<file path="src/rtl/cutr_pkg.sv">
// ----------------------------------------------------------------------------
// cutr_pkg
// Shared types, byte codes and the letter table of the Cyrillic to Latin
// transliterator.
// ----------------------------------------------------------------------------
`default_nettype none

package cutr_pkg;

   // UTF-8 lead bytes of the two-byte Cyrillic letters
   localparam logic [7:0] LEAD_D0 = 8'hD0;
   localparam logic [7:0] LEAD_D1 = 8'hD1;

   // Second-byte ranges of the letter groups
   localparam logic [7:0] UPPER_LO  = 8'h90;
   localparam logic [7:0] UPPER_HI  = 8'hAF;
   localparam logic [7:0] LOWER1_LO = 8'hB0;
   localparam logic [7:0] LOWER1_HI = 8'hBF;
   localparam logic [7:0] LOWER2_LO = 8'h80;
   localparam logic [7:0] LOWER2_HI = 8'h8F;
   localparam logic [7:0] YO_UPPER  = 8'h81;
   localparam logic [7:0] YO_LOWER  = 8'h91;

   localparam logic [7:0] ASCII_UPPER_A = 8'h41;
   localparam logic [7:0] ASCII_UPPER_Z = 8'h5A;
   localparam logic [7:0] CASE_OFFSET   = 8'h20;
   localparam logic [7:0] NUL           = 8'h00;

   localparam int unsigned MAX_RUN = 3;

   // Latin replacement of one letter: length and up to three characters
   typedef struct packed {
      logic [1:0]               len;
      logic [MAX_RUN-1:0][7:0]  txt;
   } latin_type;

   // Bytes caused by one input beat
   typedef struct packed {
      logic [1:0]               cnt;
      logic [MAX_RUN-1:0][7:0]  bytes;
      logic                     text_end;
   } run_type;

   function automatic latin_type mk_latin(input logic [1:0] len, input logic [7:0] c0,
                                          input logic [7:0] c1, input logic [7:0] c2);
      latin_type r;
      r.len    = len;
      r.txt[0] = c0;
      r.txt[1] = c1;
      r.txt[2] = c2;
      return r;
   endfunction

   // Upper-case replacement for U+0410..U+042F in code order
   function automatic latin_type upper_latin(input logic [4:0] idx);
      latin_type r;
      unique case (idx)
         5'd0:    r = mk_latin(2'd1, "A",  NUL, NUL);
         5'd1:    r = mk_latin(2'd1, "B",  NUL, NUL);
         5'd2:    r = mk_latin(2'd1, "V",  NUL, NUL);
         5'd3:    r = mk_latin(2'd1, "G",  NUL, NUL);
         5'd4:    r = mk_latin(2'd1, "D",  NUL, NUL);
         5'd5:    r = mk_latin(2'd1, "E",  NUL, NUL);
         5'd6:    r = mk_latin(2'd2, "Z",  "h", NUL);
         5'd7:    r = mk_latin(2'd1, "Z",  NUL, NUL);
         5'd8:    r = mk_latin(2'd1, "I",  NUL, NUL);
         5'd9:    r = mk_latin(2'd1, "J",  NUL, NUL);
         5'd10:   r = mk_latin(2'd1, "K",  NUL, NUL);
         5'd11:   r = mk_latin(2'd1, "L",  NUL, NUL);
         5'd12:   r = mk_latin(2'd1, "M",  NUL, NUL);
         5'd13:   r = mk_latin(2'd1, "N",  NUL, NUL);
         5'd14:   r = mk_latin(2'd1, "O",  NUL, NUL);
         5'd15:   r = mk_latin(2'd1, "P",  NUL, NUL);
         5'd16:   r = mk_latin(2'd1, "R",  NUL, NUL);
         5'd17:   r = mk_latin(2'd1, "S",  NUL, NUL);
         5'd18:   r = mk_latin(2'd1, "T",  NUL, NUL);
         5'd19:   r = mk_latin(2'd1, "U",  NUL, NUL);
         5'd20:   r = mk_latin(2'd1, "F",  NUL, NUL);
         5'd21:   r = mk_latin(2'd1, "H",  NUL, NUL);
         5'd22:   r = mk_latin(2'd2, "T",  "s", NUL);
         5'd23:   r = mk_latin(2'd2, "C",  "h", NUL);
         5'd24:   r = mk_latin(2'd2, "S",  "h", NUL);
         5'd25:   r = mk_latin(2'd3, "S",  "h", "h");
         5'd26:   r = mk_latin(2'd0, NUL,  NUL, NUL);
         5'd27:   r = mk_latin(2'd1, "Y",  NUL, NUL);
         5'd28:   r = mk_latin(2'd1, "'",  NUL, NUL);
         5'd29:   r = mk_latin(2'd1, "E",  NUL, NUL);
         5'd30:   r = mk_latin(2'd2, "Y",  "u", NUL);
         5'd31:   r = mk_latin(2'd2, "Y",  "a", NUL);
         default: r = mk_latin(2'd0, NUL,  NUL, NUL);
      endcase
      return r;
   endfunction

endpackage

`default_nettype wire

</file>
<file path="src/rtl/cutr_req_if.sv">
// ----------------------------------------------------------------------------
// cutr_req_if
// Input channel: one raw UTF-8 byte and the end-of-text flag per beat.
// ----------------------------------------------------------------------------
`default_nettype none

interface cutr_req_if;
   logic       valid;
   logic       ready;
   logic [7:0] in_byte;
   logic       text_end;

   modport source (output valid, output in_byte, output text_end, input ready);
   modport sink   (input valid, input in_byte, input text_end, output ready);
endinterface

`default_nettype wire

</file>
<file path="src/rtl/cutr_rsp_if.sv">
// ----------------------------------------------------------------------------
// cutr_rsp_if
// Result channel: one output byte with its run and text markers per beat.
// ----------------------------------------------------------------------------
`default_nettype none

interface cutr_rsp_if;
   logic       valid;
   logic       ready;
   logic [7:0] out_byte;
   logic       run_last;
   logic       output_end;

   modport source (output valid, output out_byte, output run_last, output output_end,
                   input ready);
   modport sink   (input valid, input out_byte, input run_last, input output_end,
                   output ready);
endinterface

`default_nettype wire

</file>
<file path="src/rtl/cyrillic_utf8_transliterator_unit.sv">
// ----------------------------------------------------------------------------
// cyrillic_utf8_transliterator_unit
// Replaces two-byte Cyrillic letters of a UTF-8 stream by Latin text and
// passes every other byte through unchanged.
// ----------------------------------------------------------------------------
//  channel   dir   handshake      beat contents
//  req_ch    in    valid/ready    in_byte, text_end
//  rsp_ch    out   valid/ready    out_byte, run_last, output_end
//
//  An input byte waits in the input register, is matched against
//  the pending byte and expands into a run of 0 to 3 result bytes.
//  The single output byte register sends one beat per cycle while the
//  receiver is ready; a new beat can enter every cycle while runs are short.
//  On its way to the result a byte passes the input, run and output registers.
//  Synchronous reset empties all stages and clears the pending byte.
//  A stalled result holds the run register, which then stalls the input.
// ----------------------------------------------------------------------------
`default_nettype none

module cyrillic_utf8_transliterator_unit
   import cutr_pkg::*;
(
   input  logic       clock,
   input  logic       reset,
   cutr_req_if.sink   req_ch,
   cutr_rsp_if.source rsp_ch
);

   logic       in_valid_ff;
   logic [7:0] in_byte_ff;
   logic       in_end_ff;
   logic       held_valid_ff;
   logic       held_valid_in;
   logic [7:0] held_byte_ff;
   logic [7:0] held_byte_in;
   logic       run_ready;
   logic       in_take;
   logic       req_take;
   run_type    dec_run;

   // Advance the input register when the run register can take its run
   assign in_take       = in_valid_ff && run_ready;
   assign req_ch.ready  = !in_valid_ff || run_ready;
   assign req_take      = req_ch.valid && req_ch.ready;

   always_ff @(posedge clock) begin
      if (reset) begin
         in_valid_ff <= 1'b0;
      end else if (req_take) begin
         in_valid_ff <= 1'b1;
      end else if (in_take) begin
         in_valid_ff <= 1'b0;
      end
   end

   always_ff @(posedge clock) begin
      if (req_take) begin
         in_byte_ff <= req_ch.in_byte;
         in_end_ff  <= req_ch.text_end;
      end
   end

   // Match against the pending byte
   cutr_decode u_decode (
      .held_valid      (held_valid_ff),
      .held_byte       (held_byte_ff),
      .in_byte         (in_byte_ff),
      .text_end        (in_end_ff),
      .run             (dec_run),
      .held_valid_next (held_valid_in),
      .held_byte_next  (held_byte_in)
   );

   // Update the pending byte as each beat is decoded
   always_ff @(posedge clock) begin
      if (reset) begin
         held_valid_ff <= 1'b0;
         held_byte_ff  <= 8'h00;
      end else if (in_take) begin
         held_valid_ff <= held_valid_in;
         held_byte_ff  <= held_byte_in;
      end
   end

   cutr_serializer u_serializer (
      .clock     (clock),
      .reset     (reset),
      .run_load  (in_take),
      .run_new   (dec_run),
      .run_ready (run_ready),
      .rsp_ch    (rsp_ch)
   );

endmodule

`default_nettype wire

</file>
<file path="src/rtl/cutr_decode.sv">
// ----------------------------------------------------------------------------
// cutr_decode
// Pair matcher: forms the output run of one input byte from the pending byte
// and computes the next pending state.
// ----------------------------------------------------------------------------
`default_nettype none

module cutr_decode
   import cutr_pkg::*;
(
   input  logic       held_valid,
   input  logic [7:0] held_byte,
   input  logic [7:0] in_byte,
   input  logic       text_end,
   output run_type    run,
   output logic       held_valid_next,
   output logic [7:0] held_byte_next
);

   latin_type rep;
   logic      hit;
   logic      lower;

   // Match the pending byte and the new byte against the letter codes
   always_comb begin
      rep   = upper_latin(5'd0);
      hit   = 1'b0;
      lower = 1'b0;
      if (held_byte == LEAD_D0 && in_byte >= UPPER_LO && in_byte <= UPPER_HI) begin
         rep = upper_latin(5'(in_byte - UPPER_LO));
         hit = 1'b1;
      end else if (held_byte == LEAD_D0 && in_byte >= LOWER1_LO && in_byte <= LOWER1_HI) begin
         rep   = upper_latin({1'b0, in_byte[3:0]});
         hit   = 1'b1;
         lower = 1'b1;
      end else if (held_byte == LEAD_D1 && in_byte >= LOWER2_LO && in_byte <= LOWER2_HI) begin
         rep   = upper_latin({1'b1, in_byte[3:0]});
         hit   = 1'b1;
         lower = 1'b1;
      end else if (held_byte == LEAD_D0 && in_byte == YO_UPPER) begin
         rep = mk_latin(2'd2, "Y", "o", NUL);
         hit = 1'b1;
      end else if (held_byte == LEAD_D1 && in_byte == YO_LOWER) begin
         rep = mk_latin(2'd2, "y", "o", NUL);
         hit = 1'b1;
      end
      // lower the first letter of a lower-case replacement
      if (lower && rep.len != 2'd0 && rep.txt[0] >= ASCII_UPPER_A
          && rep.txt[0] <= ASCII_UPPER_Z) begin
         rep.txt[0] = rep.txt[0] + CASE_OFFSET;
      end
   end

   // Build the run and the next pending state
   always_comb begin
      run.cnt      = 2'd0;
      run.bytes    = '0;
      run.text_end = text_end;
      held_valid_next = 1'b0;
      held_byte_next  = 8'h00;
      if (held_valid && hit) begin
         run.cnt   = rep.len;
         run.bytes = rep.txt;
      end else begin
         if (held_valid) begin
            run.bytes[0] = held_byte;
            run.cnt      = 2'd1;
         end
         if (text_end) begin
            if (held_valid) begin
               run.bytes[1] = in_byte;
               run.cnt      = 2'd2;
            end else begin
               run.bytes[0] = in_byte;
               run.cnt      = 2'd1;
            end
         end else begin
            held_valid_next = 1'b1;
            held_byte_next  = in_byte;
         end
      end
   end

endmodule

`default_nettype wire

</file>
<file path="src/rtl/cutr_serializer.sv">
// ----------------------------------------------------------------------------
// cutr_serializer
// Run register and output byte register: sends a run of up to three bytes
// one beat per cycle while the receiver is ready, and marks the last byte of each run.
// ----------------------------------------------------------------------------
`default_nettype none

module cutr_serializer
   import cutr_pkg::*;
(
   input  logic          clock,
   input  logic          reset,
   input  logic          run_load,
   input  run_type       run_new,
   output logic          run_ready,
   cutr_rsp_if.source    rsp_ch
);

   run_type    run_ff;
   run_type    run_in;
   logic       out_valid_ff;
   logic       out_valid_in;
   logic [7:0] out_byte_ff;
   logic       out_last_ff;
   logic       out_end_ff;
   logic       out_load;

   // Move one byte to the output register when it is empty or draining
   assign out_load  = (run_ff.cnt != 2'd0) && (!out_valid_ff || rsp_ch.ready);
   assign run_ready = (run_ff.cnt == 2'd0) || (run_ff.cnt == 2'd1 && out_load);

   // Shift the run down, or take a fresh run
   always_comb begin
      run_in = run_ff;
      if (out_load) begin
         run_in.bytes[0] = run_ff.bytes[1];
         run_in.bytes[1] = run_ff.bytes[2];
         run_in.cnt      = run_ff.cnt - 2'd1;
      end
      if (run_load) begin
         run_in = run_new;
      end
   end

   // Hold the output beat until it is taken
   always_comb begin
      if (out_load) begin
         out_valid_in = 1'b1;
      end else if (rsp_ch.ready) begin
         out_valid_in = 1'b0;
      end else begin
         out_valid_in = out_valid_ff;
      end
   end

   always_ff @(posedge clock) begin
      if (reset) begin
         run_ff       <= '0;
         out_valid_ff <= 1'b0;
      end else begin
         run_ff       <= run_in;
         out_valid_ff <= out_valid_in;
      end
   end

   always_ff @(posedge clock) begin
      if (out_load) begin
         out_byte_ff <= run_ff.bytes[0];
         out_last_ff <= (run_ff.cnt == 2'd1);
         out_end_ff  <= (run_ff.cnt == 2'd1) && run_ff.text_end;
      end
   end

   assign rsp_ch.valid      = out_valid_ff;
   assign rsp_ch.out_byte   = out_byte_ff;
   assign rsp_ch.run_last   = out_last_ff;
   assign rsp_ch.output_end = out_end_ff;

endmodule

`default_nettype wire

</file>
<file path="src/flat_wrapper.sv">
// flat-port wrapper written by rule: the top's interface ports become plain ports
module cyrillic_utf8_transliterator_unit_flat import cutr_pkg::*;
  (clock, reset, req_ch_valid, req_ch_in_byte, req_ch_text_end, req_ch_ready, rsp_ch_valid, rsp_ch_out_byte, rsp_ch_run_last, rsp_ch_output_end, rsp_ch_ready);
  cutr_req_if req_ch_i ();
  cutr_rsp_if rsp_ch_i ();
  input  logic clock;
  input  logic reset;
  input wire logic [$bits(req_ch_i.valid)-1:0] req_ch_valid;
  input wire logic [$bits(req_ch_i.in_byte)-1:0] req_ch_in_byte;
  input wire logic [$bits(req_ch_i.text_end)-1:0] req_ch_text_end;
  output wire logic [$bits(req_ch_i.ready)-1:0] req_ch_ready;
  output wire logic [$bits(rsp_ch_i.valid)-1:0] rsp_ch_valid;
  output wire logic [$bits(rsp_ch_i.out_byte)-1:0] rsp_ch_out_byte;
  output wire logic [$bits(rsp_ch_i.run_last)-1:0] rsp_ch_run_last;
  output wire logic [$bits(rsp_ch_i.output_end)-1:0] rsp_ch_output_end;
  input wire logic [$bits(rsp_ch_i.ready)-1:0] rsp_ch_ready;
  assign req_ch_i.valid = req_ch_valid;
  assign req_ch_i.in_byte = req_ch_in_byte;
  assign req_ch_i.text_end = req_ch_text_end;
  assign req_ch_ready = req_ch_i.ready;
  assign rsp_ch_valid = rsp_ch_i.valid;
  assign rsp_ch_out_byte = rsp_ch_i.out_byte;
  assign rsp_ch_run_last = rsp_ch_i.run_last;
  assign rsp_ch_output_end = rsp_ch_i.output_end;
  assign rsp_ch_i.ready = rsp_ch_ready;
  cyrillic_utf8_transliterator_unit u_core (.clock(clock), .reset(reset), .req_ch(req_ch_i), .rsp_ch(rsp_ch_i));
endmodule
</file>
<file path="config.mk">
export PLATFORM = sky130hd
export DESIGN_NAME = cyrillic_utf8_transliterator_unit_flat
export DESIGN_NICKNAME = d
export VERILOG_FILES = /design/src/rtl/cutr_pkg.sv /design/src/rtl/cutr_req_if.sv /design/src/rtl/cutr_rsp_if.sv /design/src/rtl/cyrillic_utf8_transliterator_unit.sv /design/src/rtl/cutr_decode.sv /design/src/rtl/cutr_serializer.sv /design/src/flat_wrapper.sv
export SDC_FILE = /design/constraint.sdc
export NUM_CORES = 1
export LEC_CHECK = 0
export ABC_AREA = 1
export BUFFER_PORTS_ARGS = -buffer_cell sky130_fd_sc_hd__buf_2
export CORE_MARGIN = 3
export CORE_UTILIZATION = 61
export DETAILED_ROUTE_END_ITERATION = 16
export GPL_ROUTABILITY_DRIVEN = 0
export PLACE_DENSITY_LB_ADDON = 0.2
export REMOVE_ABC_BUFFERS = 1
export SYNTH_ARGS = -nofsm -noshare
export SYNTH_HDL_FRONTEND = slang
export SYNTH_SLANG_ARGS = --single-unit
</file>
<file path="constraint.sdc">
create_clock -name clock -period 3.6 [get_ports clock]
set_clock_uncertainty 0.15 [all_clocks]
set_input_delay 0.9 -clock clock [delete_from_list [all_inputs] [get_ports clock]]
set_output_delay 0.9 -clock clock [all_outputs]
set_load 0.02 [all_outputs]
</file>
==> results.sh <==
export IMPL_powerDensity_nw_per_um2=592.1
export IMPL_cts_setup_buffers=0
export IMPL_ys_async_sr_fraction=0
export IMPL_tritoncts="built"
export IMPL_grt_max_degree=29
export IMPL_netlist_cell_type_count=45
export IMPL_synth_simple_gate_area_frac=0.3457
export IMPL_first_pass_iters=5
export IMPL_cts_hold_buf=0
export IMPL_dp_cells=637
export IMPL_drive_gt1_frac=0.1765
export IMPL_cpMaxStageDelayCell="edfxtp_1"
export IMPL_fin_crit_sh=0.8102
export IMPL_avgSynthCellArea_sq_um=7.212
export IMPL_p_leak_nw=1.904
export IMPL_grt_pass1_wl_mm=17.42
export IMPL_drtIter0Drc=511
export IMPL_worstHoldPathType="flip-flop to flip-flop"
export IMPL_synth_area_leaders="dfxtp_1 (19%), edfxtp_1 (14%), nand2_1 (14%)"
export IMPL_synthCells=547
export IMPL_synth_ff_type="dfxtp_1"
export IMPL_endpoint_kind="flip-flop"
export IMPL_cts_max_level=3
export IMPL_synth_top_area_cell="dfxtp_1"
export IMPL_drc_errors=0
export IMPL_die_height_um=86.42
export IMPL_finalCriticalPeriod_ns=2.917
export IMPL_hpwl_mm=7.747
export IMPL_drtAntennaViolNets=0
export IMPL_peakVddDrop_v=0.0007721
export IMPL_synth_xor_area_frac=0
export IMPL_cts_buffers=9
export IMPL_core_area_sq_um=6096
export IMPL_vias=3961
export IMPL_grt_use_total=0.2977
export IMPL_start_util=0.6472
export IMPL_layout_area_overhead_vs_synth_pct=9.737
export IMPL_yosys_warnings=0
export IMPL_nFillCells=533
export IMPL_netlist_area_leader_share=0.1928
export IMPL_crit_arrival_ns=3.05
export IMPL_max_stage_delay_ns=0.39
export IMPL_worst_setup_path_type="flip-flop to flip-flop"
export IMPL_muxShareOfSynthArea=0.002537
export IMPL_cts_sinks=57
export IMPL_finalHoldViolations=0
export IMPL_tightest_slew_ns=0.5930
export IMPL_port_buffers=24
export IMPL_via_per_inst=6.066
export IMPL_grt_pass1_vias=3548
export IMPL_cap_violations=0
export IMPL_antenna_cells=0
export IMPL_antenna_found_initial=0
export IMPL_start_kind="flip-flop"
export IMPL_synthAdderAreaFrac=0.06026
export IMPL_final_setup_viol_count=0
export IMPL_rsz0062_at_grt="false"
export IMPL_status="completed"
export IMPL_yosysMostFrequentCell="nand2_1"
export IMPL_dieArea_sq_um=7468
export IMPL_synth_top_family_by_area="simple AND/OR/NAND/NOR gates"
export IMPL_clkTransAtPathRegs_ns=0.07
export IMPL_crit_chain="buf_4, ha_1, inv_1, nand2_1, nand2_1, nand2_1, a211oi_1, a21oi_1, o21bai_1, ha_1, o21ai_1, nand2_1, nor2_2, nand2_1, nand2_1, nand3_1, nand2_1, nand2_1, a21oi_2"
export IMPL_wl_per_cell_um=15.98
export IMPL_syn_area_sq_um=3945
export IMPL_drv_slew=0
export IMPL_critical_path_required_ns=3.74
export IMPL_synth_compound_area_frac=0.1697
export IMPL_worst_path_most_repeated_cell="nand2_1"
export IMPL_fin_setup_tns_ns=0
export IMPL_max_freq_mhz=342.9
export IMPL_relSlewSlack=0.6005
export IMPL_ios=25
export IMPL_die_w_um=86.42
export IMPL_crit_fanout=6
export IMPL_clkLatencyLatePin_ns=0.36
export IMPL_cts_resized=0
export IMPL_drt_wl_total_mm=10.44
export IMPL_ys_seq_elements=57
export IMPL_finalNonFillerCells=653
export IMPL_root_buffer="clkbuf_8"
export IMPL_overflow=0
export IMPL_nets=605
export IMPL_synth_seq_area_share=0.3375
export IMPL_synthTopCellsByCount="nand2_1 (143), nand3_1 (53), inv_1 (44), o21ai_0 (44), dfxtp_1 (38)"
export IMPL_ctsLongestPathBuffers=2
export IMPL_num_rows=28
export IMPL_synth_edf_count=19
[report_power, final]
group | switching, mW | leakage [nW] | internal, mW | total [mW]
registers | 0.0939 | 0.497 | 0.878 | 0.972
logic | 0.661 | 1.30 | 0.300 | 0.961
clock network | 0.291 | 0.111 | 0.340 | 0.631
total | 1.05 | 1.90 | 1.52 | 2.56
[worst max-delay path: cells and delay by family, from the launching register on]
kind	cells	cell delay, ns
fa+ha+maj	2	0.53
simple gates	10	0.80
buf+inv	2	0.31
compound gates	5	0.66
flops	1	0.39
[per-stage QoR]
stage	utilization	hold slack, ns	total power [mW]	worst slack, ns	instance area [sq um]
2_1_floorplan	-	0.2530	1.613	0.8231	3832
3_3_place_gp	0.6749	0.2621	1.894	0.7290	4114
3_5_place_dp	0.6749	0.2665	1.921	0.5866	4114
4_1_cts	0.7102	0.2844	2.552	0.7422	4329
5_1_grt	0.7102	0.3000	2.747	0.4424	4329
6_report	0.7102	0.2812	2.563	0.6834	4329
[layout by cell type (no fill, tap or decap), types with 3 or more instances in the layout]
master,Yosys,final
a211oi_1,4,4
a21oi_1,36,36
a31oi_1,4,4
buf_2,0,24
buf_4,6,9
clkbuf_8,0,9
clkinv_4,0,3
dfxtp_1,38,38
edfxtp_1,19,19
ha_1,19,19
inv_1,44,44
inv_2,11,11
nand2_1,143,143
nand2_2,8,8
nand2_4,3,3
nand3_1,53,53
nand3_2,3,3
nand3_4,3,3
nand4_1,3,3
nor2_1,35,35
nor2_2,10,10
nor2_4,8,8
o211ai_1,9,9
o21ai_0,44,44
o21ai_1,3,3
o221ai_1,4,4
[routing by layer]
metal  global-route usage  vias to the layer above  wire, um  part of all wire
met5                    0                        -         0                 0
met2               0.4381                      226      4521              0.43
met3              0.08270                       31      1171              0.11
met4              0.09065                        0       280             0.027
li1                     -                     1903         -                 -
met1               0.4251                     1801      4462              0.43
[worst paths after layout]
path / from / end / slack (ns) / depth (start not counted)
min reg2reg: u_core.u_serializer.run_ff[1] / u_core.u_serializer.rsp_ch.out_byte[0] / 0.28 / 0
max reg2reg: u_core.in_byte_ff[0] / u_core.u_serializer.run_ff[6] / 0.68 / 19
max: u_core.in_byte_ff[0] / u_core.u_serializer.run_ff[6] / 0.68 / 19
min: u_core.u_serializer.run_ff[1] / u_core.u_serializer.rsp_ch.out_byte[0] / 0.28 / 0
[cell type report]
class,count,area [sq um],area share
sequential,57,1331,0.3075
clock buffer,11,173.9,0.04017
clock inverter,5,41.29,0.009538
multi-input combinational,414,2281,0.5269
inverter,58,220.2,0.05087
timing repair buffer,33,187.7,0.04335
tap,75,93.84,0.02168
[logic make-up (layout without fill, tap and decap cells)]
kind of cell,Yosys count,after routing
buf+inv,76,107
flops,57,57
simple gates,279,279
fa+ha+maj,19,19
compound gates,115,115
mux,1,1
Note: power is estimated with default switching activity, not from simulation.
